File: src/rtl/rccf_pkg.sv
`default_nettype none
// ----------------------------------------------------------------------------
// rccf_pkg: shared types and constants of the raised-cosine crossfader
// Holds the frame and mix word types, register indexes, the fixed-point
// constants of the cosine evaluation and the per-term divisor tables.
// ----------------------------------------------------------------------------
package rccf_pkg;

	// Sample width of every audio field.
	localparam int SAMPLE_BITS = 24;

	// Width of the shared signed multiplier operands.
	localparam int MUL_W = 33;

	// Quotient bits of the phase division (Q0.32 phase).
	localparam int QUOT_BITS = 32;

	// Pi and one in Q2.30.
	localparam logic [31:0] PI_Q30  = 32'd3373259426;
	localparam logic [31:0] ONE_Q30 = 32'h4000_0000;

	// Number of Horner terms of the cosine series.
	localparam int TERMS = 6;

	// Configuration register indexes.
	localparam logic [1:0] REG_FADE_LENGTH   = 2'd0;
	localparam logic [1:0] REG_CHANNEL_COUNT = 2'd1;

	typedef logic signed [SAMPLE_BITS-1:0] sample_t;

	typedef struct packed {
		sample_t dest_left;
		sample_t dest_right;
		sample_t src_left;
		sample_t src_right;
	} frame_t;

	typedef struct packed {
		sample_t mixed_left;
		sample_t mixed_right;
		logic    fade_last;
	} mix_t;

	// Divisor 2k(2k-1) of the Horner step, term index 0 is k = 6.
	function automatic logic [7:0] term_div(input logic [2:0] idx);
		logic [7:0] d;
		unique case (idx)
			3'd0: d = 8'd132;
			3'd1: d = 8'd90;
			3'd2: d = 8'd56;
			3'd3: d = 8'd30;
			3'd4: d = 8'd12;
			3'd5: d = 8'd2;
			default: d = 8'd2;
		endcase
		return d;
	endfunction

	// Reciprocal floor(2^32 / divisor) used for the estimate quotient.
	function automatic logic [31:0] term_recip(input logic [2:0] idx);
		logic [31:0] m;
		unique case (idx)
			3'd0: m = 32'd32537631;
			3'd1: m = 32'd47721858;
			3'd2: m = 32'd76695844;
			3'd3: m = 32'd143165576;
			3'd4: m = 32'd357913941;
			3'd5: m = 32'd2147483648;
			default: m = 32'd2147483648;
		endcase
		return m;
	endfunction

endpackage
`default_nettype wire

File: src/rtl/raised_cosine_crossfader_unit.sv
`default_nettype none
// ----------------------------------------------------------------------------
// raised_cosine_crossfader_unit: raised-cosine crossfade of one frame pair
// Blends a fading-out and a fading-in frame with a cosine weight that
// follows a fade position counter, one frame at a time.
// ----------------------------------------------------------------------------
// Usage:
// A frame word (destination and source samples, left and right) enters on
// frame_valid/frame_stall; the blended mix word leaves on mix_valid/mix_stall
// with fade_last set on the final frame of each fade window. Registers are
// written on cfg_valid/cfg_ready: index 0 is the fade length, index 1 the
// channel count. Write them only while no frame is in flight.
// One frame passes from acceptance to mix_valid through a one-bit-per-cycle
// restoring divider for the phase, then a sequencer that runs the cosine
// series and the two channel blends through one shared 33x33 multiplier,
// then the finishing states S_FIN and S_OUT. The next frame is accepted in
// the cycle after the result moves to the output register, so a new frame
// is not taken before the last one is through.
// If the receiver stalls, the finished word waits in the sequencer until the
// output register is free; frame_stall stays high meanwhile.
// Reset sets the fade length to 1, stereo operation and fade position 0.
// ----------------------------------------------------------------------------
module raised_cosine_crossfader_unit
	import rccf_pkg::*;
#(
	parameter int WEIGHT_FRAC_BITS = 16
) (
	input  wire logic       clk,
	input  wire logic       arst_n,
	input  wire logic       frame_valid,
	output logic            frame_stall,
	input  wire frame_t     frame_word,
	output logic            mix_valid,
	input  wire logic       mix_stall,
	output mix_t            mix_word,
	input  wire logic       cfg_valid,
	output logic            cfg_ready,
	input  wire logic [1:0] cfg_index,
	input  wire logic [15:0] cfg_data
);

	localparam int W      = WEIGHT_FRAC_BITS;
	localparam int F_W    = W + 1;
	localparam int NUM_W  = SAMPLE_BITS + W + 3;
	localparam int CNT_W  = $clog2(QUOT_BITS);
	localparam int TERM_W = 3;

	typedef enum logic [3:0] {
		S_IDLE,
		S_DIV,
		S_ANGLE,
		S_SQUARE,
		S_A2,
		S_POLY_MUL,
		S_RECIP,
		S_BACK,
		S_CORR,
		S_WEIGHT,
		S_MIX_L,
		S_MIX_R,
		S_FIN,
		S_OUT
	} state_t;

	state_t state_q;

	logic [15:0]        fade_length_q;
	logic [1:0]         channel_count_q;
	logic [15:0]        fade_pos_q;
	logic [CNT_W-1:0]   cnt_q;
	logic [TERM_W-1:0]  term_q;

	frame_t             frame_q;
	logic               last_q;
	logic [16:0]        rem_q;
	logic [16:0]        den_q;
	logic [QUOT_BITS-1:0] quot_q;
	logic               upper_q;
	logic [31:0]        a2_q;
	logic [31:0]        p_q;
	logic [31:0]        q0_q;
	logic signed [32:0] c_q;
	logic [F_W-1:0]     f_q;
	sample_t            left_q;
	sample_t            right_q;
	logic signed [2*MUL_W-1:0] prod_q;
	mix_t               mix_q;
	logic               mix_valid_q;

	logic               frame_take;
	logic               out_free;
	logic [15:0]        eff_len;
	logic [15:0]        eff_pos;
	logic               eff_last;

	// Effective window and position: zero length acts as one, a position past
	// a lowered window restarts at zero.
	always_comb begin
		eff_len  = (fade_length_q == 16'd0) ? 16'd1 : fade_length_q;
		eff_pos  = (fade_pos_q >= eff_len) ? 16'd0 : fade_pos_q;
		eff_last = (eff_pos == eff_len - 16'd1);
	end

	assign frame_stall = (state_q != S_IDLE);
	assign frame_take  = frame_valid && !frame_stall;
	assign out_free    = !mix_valid_q || !mix_stall;
	assign cfg_ready   = 1'b1;
	assign mix_valid   = mix_valid_q;
	assign mix_word    = mix_q;

	// Restoring divider step: one quotient bit of (2*pos+1)*2^32 / (2*len).
	logic [17:0] rem_dbl;
	logic        rem_ge;
	logic [16:0] rem_next;

	always_comb begin
		rem_dbl  = {rem_q, 1'b0};
		rem_ge   = (rem_dbl >= {1'b0, den_q});
		rem_next = rem_ge ? 17'(rem_dbl - {1'b0, den_q}) : rem_dbl[16:0];
	end

	// Values taken off the product register in the cosine sequence.
	logic [31:0] u_val;
	logic [31:0] a_val;
	logic [31:0] shr30_val;
	logic [31:0] q0_val;
	logic [7:0]  div_val;
	logic [31:0] r_val;
	logic [31:0] q_fix;
	logic signed [32:0] c_new;

	always_comb begin
		u_val     = quot_q[QUOT_BITS-1] ? (32'd0 - quot_q) : quot_q;
		a_val     = prod_q[63:32];
		shr30_val = prod_q[61:30];
		q0_val    = prod_q[63:32];
		div_val   = term_div(term_q);
		r_val     = p_q - prod_q[31:0];
		q_fix     = q0_q + ((r_val >= {24'd0, div_val}) ? 32'd1 : 32'd0);
		c_new     = $signed({1'b0, ONE_Q30}) - $signed({1'b0, q_fix});
	end

	// Weight from the clamped cosine: f = (g + 2^(30-W)) >> (31-W).
	logic [31:0] c_clamp;
	logic [31:0] g_val;
	logic [31:0] g_rnd;
	logic [31:0] f_full;

	always_comb begin
		if (c_q[32]) begin
			c_clamp = 32'd0;
		end else if (c_q > $signed({1'b0, ONE_Q30})) begin
			c_clamp = ONE_Q30;
		end else begin
			c_clamp = c_q[31:0];
		end
		g_val  = upper_q ? (ONE_Q30 - c_clamp) : (ONE_Q30 + c_clamp);
		g_rnd  = g_val + (32'd1 << (30 - W));
		f_full = g_rnd >> (31 - W);
	end

	// Channel differences for dest*f + src*(2^W - f) = src*2^W + (dest-src)*f.
	logic signed [SAMPLE_BITS:0] diff_left;
	logic signed [SAMPLE_BITS:0] diff_right;

	always_comb begin
		diff_left  = {frame_q.dest_left[SAMPLE_BITS-1], frame_q.dest_left}
		           - {frame_q.src_left[SAMPLE_BITS-1], frame_q.src_left};
		diff_right = {frame_q.dest_right[SAMPLE_BITS-1], frame_q.dest_right}
		           - {frame_q.src_right[SAMPLE_BITS-1], frame_q.src_right};
	end

	// Shared multiplier operand selection.
	logic signed [MUL_W-1:0] mul_a;
	logic signed [MUL_W-1:0] mul_b;

	always_comb begin
		unique case (state_q)
			S_ANGLE: begin
				mul_a = {1'b0, u_val};
				mul_b = {1'b0, PI_Q30};
			end
			S_SQUARE: begin
				mul_a = {1'b0, a_val};
				mul_b = {1'b0, a_val};
			end
			S_POLY_MUL: begin
				mul_a = {1'b0, a2_q};
				mul_b = {2'b00, c_q[30:0]};
			end
			S_RECIP: begin
				mul_a = {1'b0, shr30_val};
				mul_b = {1'b0, term_recip(term_q)};
			end
			S_BACK: begin
				mul_a = {1'b0, q0_val};
				mul_b = {{(MUL_W-8){1'b0}}, div_val};
			end
			S_MIX_L: begin
				mul_a = {{(MUL_W-SAMPLE_BITS-1){diff_left[SAMPLE_BITS]}}, diff_left};
				mul_b = {{(MUL_W-F_W){1'b0}}, f_q};
			end
			S_MIX_R: begin
				mul_a = {{(MUL_W-SAMPLE_BITS-1){diff_right[SAMPLE_BITS]}}, diff_right};
				mul_b = {{(MUL_W-F_W){1'b0}}, f_q};
			end
			default: begin
				mul_a = '0;
				mul_b = '0;
			end
		endcase
	end

	// Blend finish: add src*2^W, truncate toward zero, drop the W fraction bits.
	sample_t                 mix_src;
	logic signed [NUM_W-1:0] num_base;
	logic signed [NUM_W-1:0] num_sum;
	logic signed [NUM_W-1:0] num_adj;
	sample_t                 mix_res;

	always_comb begin
		mix_src  = (state_q == S_FIN) ? frame_q.src_right : frame_q.src_left;
		num_base = {{3{mix_src[SAMPLE_BITS-1]}}, mix_src, {W{1'b0}}};
		num_sum  = num_base + prod_q[NUM_W-1:0];
		num_adj  = num_sum + (num_sum[NUM_W-1] ? NUM_W'((1 << W) - 1) : NUM_W'(0));
		mix_res  = num_adj[W+SAMPLE_BITS-1:W];
	end

	// Sequencer, registers and the output word.
	always_ff @(posedge clk or negedge arst_n) begin
		if (!arst_n) begin
			state_q         <= S_IDLE;
			fade_length_q   <= 16'd1;
			channel_count_q <= 2'd2;
			fade_pos_q      <= 16'd0;
			cnt_q           <= '0;
			term_q          <= '0;
			mix_valid_q     <= 1'b0;
			mix_q           <= '0;
		end else begin
			if (cfg_valid && cfg_ready) begin
				if (cfg_index == REG_FADE_LENGTH) begin
					fade_length_q <= cfg_data;
				end else if (cfg_index == REG_CHANNEL_COUNT) begin
					channel_count_q <= cfg_data[1:0];
				end
			end
			// The output word is loaded when the result moves out and
			// released once the receiver takes it.
			if ((state_q == S_OUT) && out_free) begin
				mix_valid_q       <= 1'b1;
				mix_q.mixed_left  <= left_q;
				mix_q.mixed_right <= right_q;
				mix_q.fade_last   <= last_q;
			end else if (mix_valid_q && !mix_stall) begin
				mix_valid_q <= 1'b0;
			end
			unique case (state_q)
				S_IDLE: begin
					if (frame_take) begin
						fade_pos_q <= eff_last ? 16'd0 : 16'(eff_pos + 16'd1);
						cnt_q      <= CNT_W'(QUOT_BITS - 1);
						state_q    <= S_DIV;
					end
				end
				S_DIV: begin
					cnt_q <= cnt_q - CNT_W'(1);
					if (cnt_q == '0) begin
						state_q <= S_ANGLE;
					end
				end
				S_ANGLE:    state_q <= S_SQUARE;
				S_SQUARE:   state_q <= S_A2;
				S_A2: begin
					term_q  <= '0;
					state_q <= S_POLY_MUL;
				end
				S_POLY_MUL: state_q <= S_RECIP;
				S_RECIP:    state_q <= S_BACK;
				S_BACK:     state_q <= S_CORR;
				S_CORR: begin
					if (term_q == TERM_W'(TERMS - 1)) begin
						state_q <= S_WEIGHT;
					end else begin
						term_q  <= term_q + TERM_W'(1);
						state_q <= S_POLY_MUL;
					end
				end
				S_WEIGHT:   state_q <= S_MIX_L;
				S_MIX_L:    state_q <= S_MIX_R;
				S_MIX_R:    state_q <= S_FIN;
				S_FIN:      state_q <= S_OUT;
				S_OUT: begin
					if (out_free) begin
						state_q <= S_IDLE;
					end
				end
				default:    state_q <= S_IDLE;
			endcase
		end
	end

	// Datapath registers.
	always_ff @(posedge clk) begin
		prod_q <= mul_a * mul_b;
		unique case (state_q)
			S_IDLE: begin
				if (frame_take) begin
					frame_q <= frame_word;
					last_q  <= eff_last;
					rem_q   <= {eff_pos, 1'b1};
					den_q   <= {eff_len, 1'b0};
				end
			end
			S_DIV: begin
				rem_q  <= rem_next;
				quot_q <= {quot_q[QUOT_BITS-2:0], rem_ge};
			end
			S_ANGLE:  upper_q <= quot_q[QUOT_BITS-1];
			S_A2: begin
				a2_q <= shr30_val;
				c_q  <= $signed({1'b0, ONE_Q30});
			end
			S_RECIP:  p_q <= shr30_val;
			S_BACK:   q0_q <= q0_val;
			S_CORR:   c_q <= c_new;
			S_WEIGHT: f_q <= f_full[F_W-1:0];
			S_MIX_R:  left_q <= mix_res;
			S_FIN:    right_q <= channel_count_q[1] ? mix_res : '0;
			default: begin
			end
		endcase
	end

`ifndef SYNTHESIS
	// An accepted frame keeps the input closed in the following cycle.
	a_busy_after_take: assert property (@(posedge clk) disable iff (!arst_n)
		frame_take |=> frame_stall)
		else $error("frame input not closed after accepting a word");

	// The division remainder always stays below the divisor.
	a_rem_bound: assert property (@(posedge clk) disable iff (!arst_n)
		(state_q == S_DIV) |-> (rem_q < den_q))
		else $error("phase divider remainder out of range");

	// The weight never exceeds one in Q1.W.
	a_weight_bound: assert property (@(posedge clk) disable iff (!arst_n)
		(state_q == S_MIX_L) |-> (f_q <= F_W'(1 << W)))
		else $error("crossfade weight above one");

	// A new result word only appears out of the handoff state.
	a_out_from_handoff: assert property (@(posedge clk) disable iff (!arst_n)
		$rose(mix_valid_q) |-> ($past(state_q) == S_OUT))
		else $error("mix word raised outside the handoff state");

	// In mono the right channel of every result is zero.
	a_mono_right_zero: assert property (@(posedge clk) disable iff (!arst_n)
		(mix_valid_q && !channel_count_q[1]) |-> (mix_q.mixed_right == '0))
		else $error("right channel not zero in mono");
`endif

endmodule
`default_nettype wire
File: config.mk
export PLATFORM = sky130hd
export DESIGN_NAME = raised_cosine_crossfader_unit
export DESIGN_NICKNAME = d
export VERILOG_FILES = /design/src/rtl/rccf_pkg.sv /design/src/rtl/raised_cosine_crossfader_unit.sv
export SDC_FILE = /design/constraint.sdc
export NUM_CORES = 2
export LEC_CHECK = 0
export BUFFER_PORTS_ARGS = -buffer_cell sky130_fd_sc_hd__buf_2
export CAP_MARGIN = 15
export CORE_ASPECT_RATIO = 1.5
export CORE_MARGIN = 1
export CORE_UTILIZATION = 60
export DETAILED_ROUTE_END_ITERATION = 16
export PLACE_DENSITY = 0.77
export SYNTH_ARGS = -nofsm -noshare
export SYNTH_HDL_FRONTEND = slang
export SYNTH_SLANG_ARGS = --single-unit
File: constraint.sdc
create_clock -name clk -period 31.7 [get_ports clk]
set_input_delay 4.755 -clock clk [delete_from_list [all_inputs] [get_ports clk]]
set_output_delay 4.755 -clock clk [all_outputs]
set_load 0.02 [all_outputs]
==> results.txt <==
- Unique masters post-synth: 104
- Die ar.: 111000 um2
- Flip-flop and latch count after synthesis: 516
- For this run, the detailed router's first-pass iteration total came to 12.
- Max-cap violations: 0
- Starting Density: 60.6%
- Leading cell type in the layout, fill and taps excluded: sky130_fd_sc_hd__inv_1
* Startpoint of the worst register-to-register path: frame_q[48]
- STA puts the critical path data required time at 32.25 ns.
- Clock tree synthesis selected as its root buffer the cell sky130_fd_sc_hd__clkbuf_16.
- Setup repair after global routing left no endpoint under its margin.
* Count of buffer and inverter cells on the critical path: 6
- Pin count of the biggest net entering global routing: 78
- In this run the tightest slew margin relative to its limit is 25.0%.
- STA classifies the critical path endpoint as a flop.
- CP Data Arrival Time: 13.01 ns
- Placeable Area: 109000 um2
- The run finished with clean final reports.
- OpenSTA, run right after detailed placement, puts the worst setup slack at 19.43 ns.
- Post-CTS Setup Repair Bufs: 0
* Class of the most critical setup path: flop to flop
- Hold WC Path Type: flop to flop
* Final Wtd Congestion: 1.02
- Vias in the first global route: 55.3k
* Total Nets Final: 8616
- Final cycle utilization of the critical path: 39.3%
* Final Hold Slack: 0.478 ns
- Routed wire length per instance: 26.7 um
- Asr flop ratio synth: 18.4%
- Deepest clock path buffer count: 3
- Across all setup checks in the final design, the least slack found is 19.24 ns.
- Via Count: 52.8k
* Clock buffers created by TritonCTS: 52
- Synth Cell Area: 65800 um2
* Antenna violation net count after detailed routing: 0
- Across every metal layer, demand over resource in global routing totals 41.7%.
- Sequential area share after synthesis: 21.9%
* Cell type of the slowest stage on the worst timing path: sky130_fd_sc_hd__a211oi_1
- Iteration-0 DRC count of the detailed router: 5357
* Layout cell share with drive strength beyond 1: 7.50%
- Final hold violation count: 0
* Syn. warnings: 0
- The total count of max-transition violations in the final report was 0.
* FP Rows: 148
- Aggregate global routing overflow: 0
- The area growth from synthesis to layout is 6.95%.
- With fillers left out, the area of the finished cells amounts to 70400 um2.
* Gate family responsible for the most delay along the worst path: compound AO/OA/AOI/OAI gates
- In this design, the stage delay of the slowest critical-path cell is 0.87 ns.
* Initial antenna violation count: 10
* Wire length of the first global-routing pass: 337 mm
- Synth Flop Type: sky130_fd_sc_hd__edfxtp_1
* Final setup skew: 0.0593 ns
- Routed WL: 227 mm
- Hold repair after CTS inserted 0 buffers.
* Count of final setup violators: 0
* Skew-Pair Late Insertion Delay: 0.68 ns
* Setup Total Neg Slack: 0 ns
* Clk sinks: 516
- Dividing the detail-routed via count by the number of cells gives 6.20.
- Minimum clock period after layout: 12.46 ns
- Most common cell type on the critical path: sky130_fd_sc_hd__fa_1
* Remaining routing DRC violations: 0
- TritonCTS built the clock tree.
* Port Buffers: 169
- The top cell types in the final layout, fill and taps aside, are 1256 x sky130_fd_sc_hd__inv_1, 1098 x sky130_fd_sc_hd__fa_1, 827 x sky130_fd_sc_hd__nand2_1.
- Along the worst path, the maximum fanout reaches 9.
* Die width: 272 um
- Startpoint of the worst hold path: right_q[1]
* Post-CTS sizing: 0
- Overall die height: 408 um
- Worst-Margin Slew: 1.12 ns
- Number of cells produced by synthesis: 6971
- Clock slew at reported path FFs: 0.07 ns
* Average cell area after synthesis: 9.44 um2
* IO Pins: 171
- The clock tree synthesis step divided the H-tree into 2 levels.
- Count of flip-flops with a built-in enable after synthesis: 357
* Post-DP HPWL: 179 mm
* Fmax: 80.3 MHz
* Placement Cell Area: 68600 um2
- Critical path startpoint category: flop
- Setup crit start: frame_q[48]
-- final timing paths --
| kind | cells after the start | slack, ns | to |
|---|---|---|---|
| max | 39 | 19.24 | prod_q[62] |
| min | 1 | 0.48 | mix_word[2] |
| max reg2reg | 39 | 19.24 | prod_q[62] |
| min reg2reg | 1 | 0.48 | mix_word[2] |
| max in group asynchronous | 2 | 26.25 | fade_length_q[6] |
| min in group asynchronous | 1 | 4.04 | mix_word[26] |
-- logic make-up (layout without fill, tap and decap cells) --
family / after synthesis / in the layout / synth area share (%)
flops: 516 / 516 / 21.9
mux: 82 / 82 / 1.35
other cells: 2 / 34 / 0.0114
xor+xnor: 299 / 299 / 3.98
compound gates: 944 / 944 / 9.42
buf+inv: 1566 / 1653 / 9.01
fa+ha+maj: 1457 / 1457 / 40.2
simple gates: 2105 / 2105 / 14.1
-- state kept, by name, summed over array words and instances, names as in the netlist, 17 cells and up --
| name | cells |
|---|---|
| a2_q | 32 |
| c_q | 33 |
| f_q | 17 |
| frame_q | 96 |
| left_q | 24 |
| mix_word | 49 |
| p_q | 32 |
| prod_q | 64 |
| q0_q | 32 |
| quot_q | 32 |
| rem_q | 17 |
| right_q | 24 |
-- routing by layer --
layer	part of all wire, %	wire [um]	vias to the layer above	track usage, %
met5	0.017	39	-	0
met4	11	25900	6	38.0
met3	9.5	21500	1021	8.83
met2	47	107000	3133	67.9
met1	32	72800	26277	45.4
li1	-	-	22343	-
-- synthesized netlist by cell type (64+ instances only) --
library cell,instances,area share [%]
sky130_fd_sc_hd__a21oi_1,215,1.6
sky130_fd_sc_hd__clkbuf_1,271,1.5
sky130_fd_sc_hd__nand2_1,828,4.7
sky130_fd_sc_hd__nor3_1,86,0.65
sky130_fd_sc_hd__xor2_1,114,1.5
sky130_fd_sc_hd__dfrtp_1,93,3.5
sky130_fd_sc_hd__ha_1,359,6.8
sky130_fd_sc_hd__xnor2_1,185,2.5
sky130_fd_sc_hd__nor2_1,735,4.2
sky130_fd_sc_hd__nand3_1,87,0.66
sky130_fd_sc_hd__inv_1,1256,7.2
sky130_fd_sc_hd__a21o_1,82,0.94
sky130_fd_sc_hd__o21ai_0,237,1.8
sky130_fd_sc_hd__fa_1,1098,33
sky130_fd_sc_hd__dfxtp_1,64,1.9
sky130_fd_sc_hd__edfxtp_1,357,16
-- through the flow --
stage               cells  utilization, %
CTS                  8506            64.8
global route         8508            64.8
finish               8515            64.8
global placement     8409            63.2
detailed placement   8409            63.2
floorplan            6996               -
-- final cells by class --
class	instances	area, um2
Multi-Input combinational cell	4914	45900
Fill cell	8952	38100
Sequential cell	516	14400
Inverter	1262	4740
Timing Repair Buffer	294	1790
Tap cell	1425	1780
Clock buffer	66	1470
Clock inverter	31	279
Antenna cell	7	17.5
Power is left out: the tool's default activity adds up to more than one toggle a clock period on the data nets, which glitch-free logic cannot reach.
